===== config.mk =====
export PLATFORM = sky130hd
export DESIGN_NAME = tcw_cursor
export DESIGN_NICKNAME = d
export VERILOG_FILES = /design/src/design/tcw_pkg.sv /design/src/design/tcw_cursor.sv
export SDC_FILE = /design/constraint.sdc
export NUM_CORES = 1
export LEC_CHECK = 0
export BUFFER_PORTS_ARGS = -buffer_cell sky130_fd_sc_hd__buf_2
export CAP_MARGIN = 20
export CORE_UTILIZATION = 44
export DETAILED_ROUTE_END_ITERATION = 12
export PLACE_DENSITY_LB_ADDON = 0.05
export SYNTH_ARGS = -nofsm -noshare
export SYNTH_HDL_FRONTEND = slang
export SYNTH_SLANG_ARGS = --single-unit

===== constraint.sdc =====
create_clock -name vclk -period 6.1
set_input_delay 0.61 -clock vclk [all_inputs]
set_output_delay 0.61 -clock vclk [all_outputs]
set_load 0.01 [all_outputs]

===== src/design/tcw_pkg.sv =====
// Shared types and constants for the text console character writer.
// Holds the transfer payload structs, function and control-byte codes.
// No dependencies.
package tcw_pkg;

  // function codes of an input item
  localparam logic [1:0] FUNC_PUT   = 2'd0;
  localparam logic [1:0] FUNC_CLEAR = 2'd1;
  localparam logic [1:0] FUNC_READ  = 2'd2;

  // control bytes
  localparam logic [7:0] CH_BS    = 8'h08;
  localparam logic [7:0] CH_TAB   = 8'h09;
  localparam logic [7:0] CH_LF    = 8'h0A;
  localparam logic [7:0] CH_CR    = 8'h0D;
  localparam logic [7:0] CH_SPACE = 8'h20;

  localparam int TAB_STEP = 8;

  localparam logic [15:0] BLANK_RESET = 16'h0720;
  localparam logic [7:0]  ATTR_RESET  = 8'h07;

  typedef struct packed {
    logic [1:0]  func;
    logic [7:0]  char_code;
    logic [10:0] cell_index;
  } in_item_t;

  typedef struct packed {
    logic [10:0] cursor_pos;
    logic [4:0]  cursor_row;
    logic [6:0]  cursor_col;
    logic        scrolled;
    logic [15:0] cell_data;
  } out_item_t;

  // cursor unit decisions for one put
  typedef struct packed {
    logic write;
    logic scroll;
  } cur_ctl_t;

endpackage


===== src/design/tcw_cursor.sv =====
// Cursor update for one put: control-byte handling, column wrap, row overflow.
// Purely combinational; depends on tcw_pkg.
module tcw_cursor #(
  parameter int COLUMNS = 80,
  parameter int ROWS = 25,
  localparam int ROW_W = $clog2(ROWS),
  localparam int COL_W = $clog2(COLUMNS)
) (
  input  logic [ROW_W-1:0] row,
  input  logic [COL_W-1:0] col,
  input  logic [7:0]       char_code,
  output logic [ROW_W-1:0] row_next,
  output logic [COL_W-1:0] col_next,
  output tcw_pkg::cur_ctl_t ctl
);
  import tcw_pkg::*;

  localparam int CX_W = $clog2(COLUMNS + TAB_STEP);
  localparam int RX_W = $clog2(ROWS + 1);

  logic [CX_W-1:0] cx;
  logic [RX_W-1:0] rx;

  always_comb begin
    cx  = CX_W'(col);
    rx  = RX_W'(row);
    ctl = '0;
    case (char_code)
      CH_LF: begin
        cx = '0;
        rx = rx + RX_W'(1);
      end
      CH_CR: begin
        cx = '0;
      end
      CH_BS: begin
        if (cx != '0) begin
          cx = cx - CX_W'(1);
        end
      end
      CH_TAB: begin
        cx = (cx + CX_W'(TAB_STEP)) & ~CX_W'(TAB_STEP - 1);
      end
      default: begin
        ctl.write = 1'b1;
        cx = cx + CX_W'(1);
      end
    endcase
    // wrap past the last column
    if (cx >= CX_W'(COLUMNS)) begin
      cx = '0;
      rx = rx + RX_W'(1);
    end
    // past the last row: pin to the bottom and request a scroll
    if (rx >= RX_W'(ROWS)) begin
      ctl.scroll = 1'b1;
      rx = RX_W'(ROWS - 1);
    end
    row_next = rx[ROW_W-1:0];
    col_next = cx[COL_W-1:0];
  end

endmodule


==> impl_metrics.env <==
export IMPL_status="finished, final reports clean"
export IMPL_hold_path_endpoint="col_next[3]"
export IMPL_worstSetupEndpointType="primary output"
export IMPL_cpMostUsedCell="buf_2"
export IMPL_min_period_ns=4.000
export IMPL_syn_num_nets=175
export IMPL_synth_area_um2=1015
export IMPL_synth_cells=148
export IMPL_cts_hold_buf=0
export IMPL_maxSlewHeadroom_pct=64.52
export IMPL_dr_wl_met2_um=1159
export IMPL_grt_max_degree=13
export IMPL_ctsResizeCount=0
export IMPL_topRoutingLayerUsed="met3"
export IMPL_nFillCells=224
export IMPL_max_slew_worst_pin_slew_ns=0.5291
export IMPL_power_leakage_nw=0.5060
export IMPL_fp_dieArea_um2=2502
export IMPL_crit_fanout=8
export IMPL_start_util_pct=46.32
export IMPL_drtAntennaViolNets=0
export IMPL_worst_path_max_delay_cell="nor4b_2"
export IMPL_drive_gt1_share_pct=28.16
export IMPL_yosysUniqueCellTypes=54
export IMPL_hold_violations=0
export IMPL_regArea_um2=0
export IMPL_synth_area_leaders="ha_1 (8.6%), xnor2_1 (6.0%), nor2_1 (4.8%), and3_1 (4.3%), or4b_4 (4.1%)"
export IMPL_worstPathCellList="buf_2, nor4b_2, nand2_1, mux2_2, ha_1, xnor2_1, a41oi_1, a211oi_1, or3_4, a32o_2, buf_2"
export IMPL_route_detailed_drc=0
export IMPL_synth_warning_count=0
export IMPL_ys_seq_area_share_pct=0
export IMPL_met1_length_um=1352
export IMPL_flops_and_latches=0
export IMPL_drt_iter0_drc=39
export IMPL_yosysTopAreaCell="ha_1"
export IMPL_routed_wl_um=2657
export IMPL_overflow=0
export IMPL_rsz0062_at_grt="false"
export IMPL_cts_setup_buffers=0
export IMPL_total_power_uw=74.04
export IMPL_netlist_area_leader_share_pct=8.631
export IMPL_hpwl_um=2100
export IMPL_worstPathArrival_ns=3.39
export IMPL_fin_tns_setup_ns=0
export IMPL_viasPerCell=5.911
export IMPL_dr_total_vias=1194
export IMPL_hold_class="in2out"
export IMPL_start_kind="primary input"
export IMPL_final_nets=203
export IMPL_max_stage_delay_ns=0.53
export IMPL_slew_violations=0
export IMPL_die_h_um=50.02
export IMPL_die_x_um=50.02
export IMPL_gp_congestion=0.9359
export IMPL_worstSetupPathType="in2out"
export IMPL_ios=34
export IMPL_crit_required_ns=5.49
export IMPL_cap_viol_max_count=0
export IMPL_wl_per_cell_um=13.15
export IMPL_post_route_period_util_pct=65.57
export IMPL_peakVddDrop_mv=0.02864
export IMPL_antenna_found_initial=0
export IMPL_crit_family="simple AND/OR/NAND/NOR gates"
export IMPL_clock_buffers=0
export IMPL_final_setup_viol_count=0
export IMPL_p_per_area_nw_per_um2=62.95
export IMPL_hold_start="col[3]"
export IMPL_wl_met3_um=145
export IMPL_fmax_ghz=0.2500
export IMPL_grtUsageTotal_pct=22.05
export IMPL_crit_buf_inv=2
export IMPL_dr_pass1_iters=4
export IMPL_grt_pass1_vias=1018
export IMPL_fp_coreArea_um2=2191
export IMPL_holdPathStages=3
export IMPL_grt_pass1_wl_um=4505
export IMPL_fp_row_count=17
export IMPL_multiInputGateArea_um2=933.4
export IMPL_io_buffers=34
export IMPL_area_growth_synth_to_final_pct=15.91
export IMPL_diodes=0
export IMPL_syn_area_per_cell_um2=6.856
-- routing by layer --
metal	vias up	track usage [%]
met4	0	0.9524
met5	-	0
met1	540	34.24
li1	610	-
met3	0	0.3086
met2	44	34.67
-- placed cells by master, fill, tap and decap left out, types with 3 or more instances in the layout --
cell type / instances
buf_2: 34
nor2_1: 13
inv_1: 9
nand2_1: 9
o21ai_0: 8
xnor2_1: 7
and3_1: 7
a21oi_1: 7
ha_1: 7
nor3_1: 6
nand3_1: 4
xor2_1: 4
or4b_4: 3
nand2b_1: 3
mux2i_1: 3
nand4_1: 3
a31oi_1: 3
a211oi_1: 3
nor2b_1: 3
-- logic make-up (layout without fill, tap and decap cells) --
family	after synthesis	count (layout)	share of synthesized area [%]
simple gates	68	68	42.05
compound gates	40	40	27.74
mux	4	4	4.069
fa+ha+maj	7	7	8.631
xor+xnor	11	11	9.494
buf+inv	18	44	8.014
-- how the worst max path moves through the flow --
stage	end	depth (start not counted)	slack (ns)	start
floorplan	row_next[1]	10	2.50	char_code[0]
global placement	row_next[1]	11	2.19	char_code[0]
detailed placement	row_next[1]	11	2.12	char_code[0]
CTS	row_next[1]	11	2.12	char_code[0]
global route	row_next[1]	11	1.81	char_code[2]
finish	row_next[1]	11	2.10	char_code[2]
-- area by class of cell --
cell class	count	area share, %
Timing Repair Buffer	34	14.47
Tap cell	28	2.979
Inverter	10	3.191
Multi-Input combinational cell	130	79.36
-- where the power goes --
part           total (mW)  switching (mW)  internal, mW
sequential              0               0             0
combinational      0.0740          0.0422        0.0318
clock                   0               0             0
total              0.0740          0.0422        0.0318
-- synthesized netlist by cell type, drive strengths merged (4+ instances only) --
cell and instances:
nand2 9, a211oi 4, nand3 4, ha 7, xnor2 7, inv 10
nor3 7, a21oi 7, buf 5, and3 7, nor2 13, xor2 4
o21ai 9
-- metrics by stage --
| stage | hold slack [ns] | area, um2 | setup slack [ns] | std cells | util, % |
|---|---|---|---|---|---|
| after global routing | 1.636 | 1176 | 1.811 | 202 | 53.68 |
| after detailed placement | 1.609 | 1176 | 2.123 | 202 | 53.68 |
| after CTS | 1.610 | 1176 | 2.118 | 202 | 53.68 |
| final | 1.604 | 1176 | 2.100 | 202 | 53.68 |
| after floorplan | 1.303 | 1015 | 2.501 | 148 | - |
| after global placement | 1.609 | 1176 | 2.192 | 202 | 53.68 |
No activity file was read; power rests on OpenSTA's default activity.
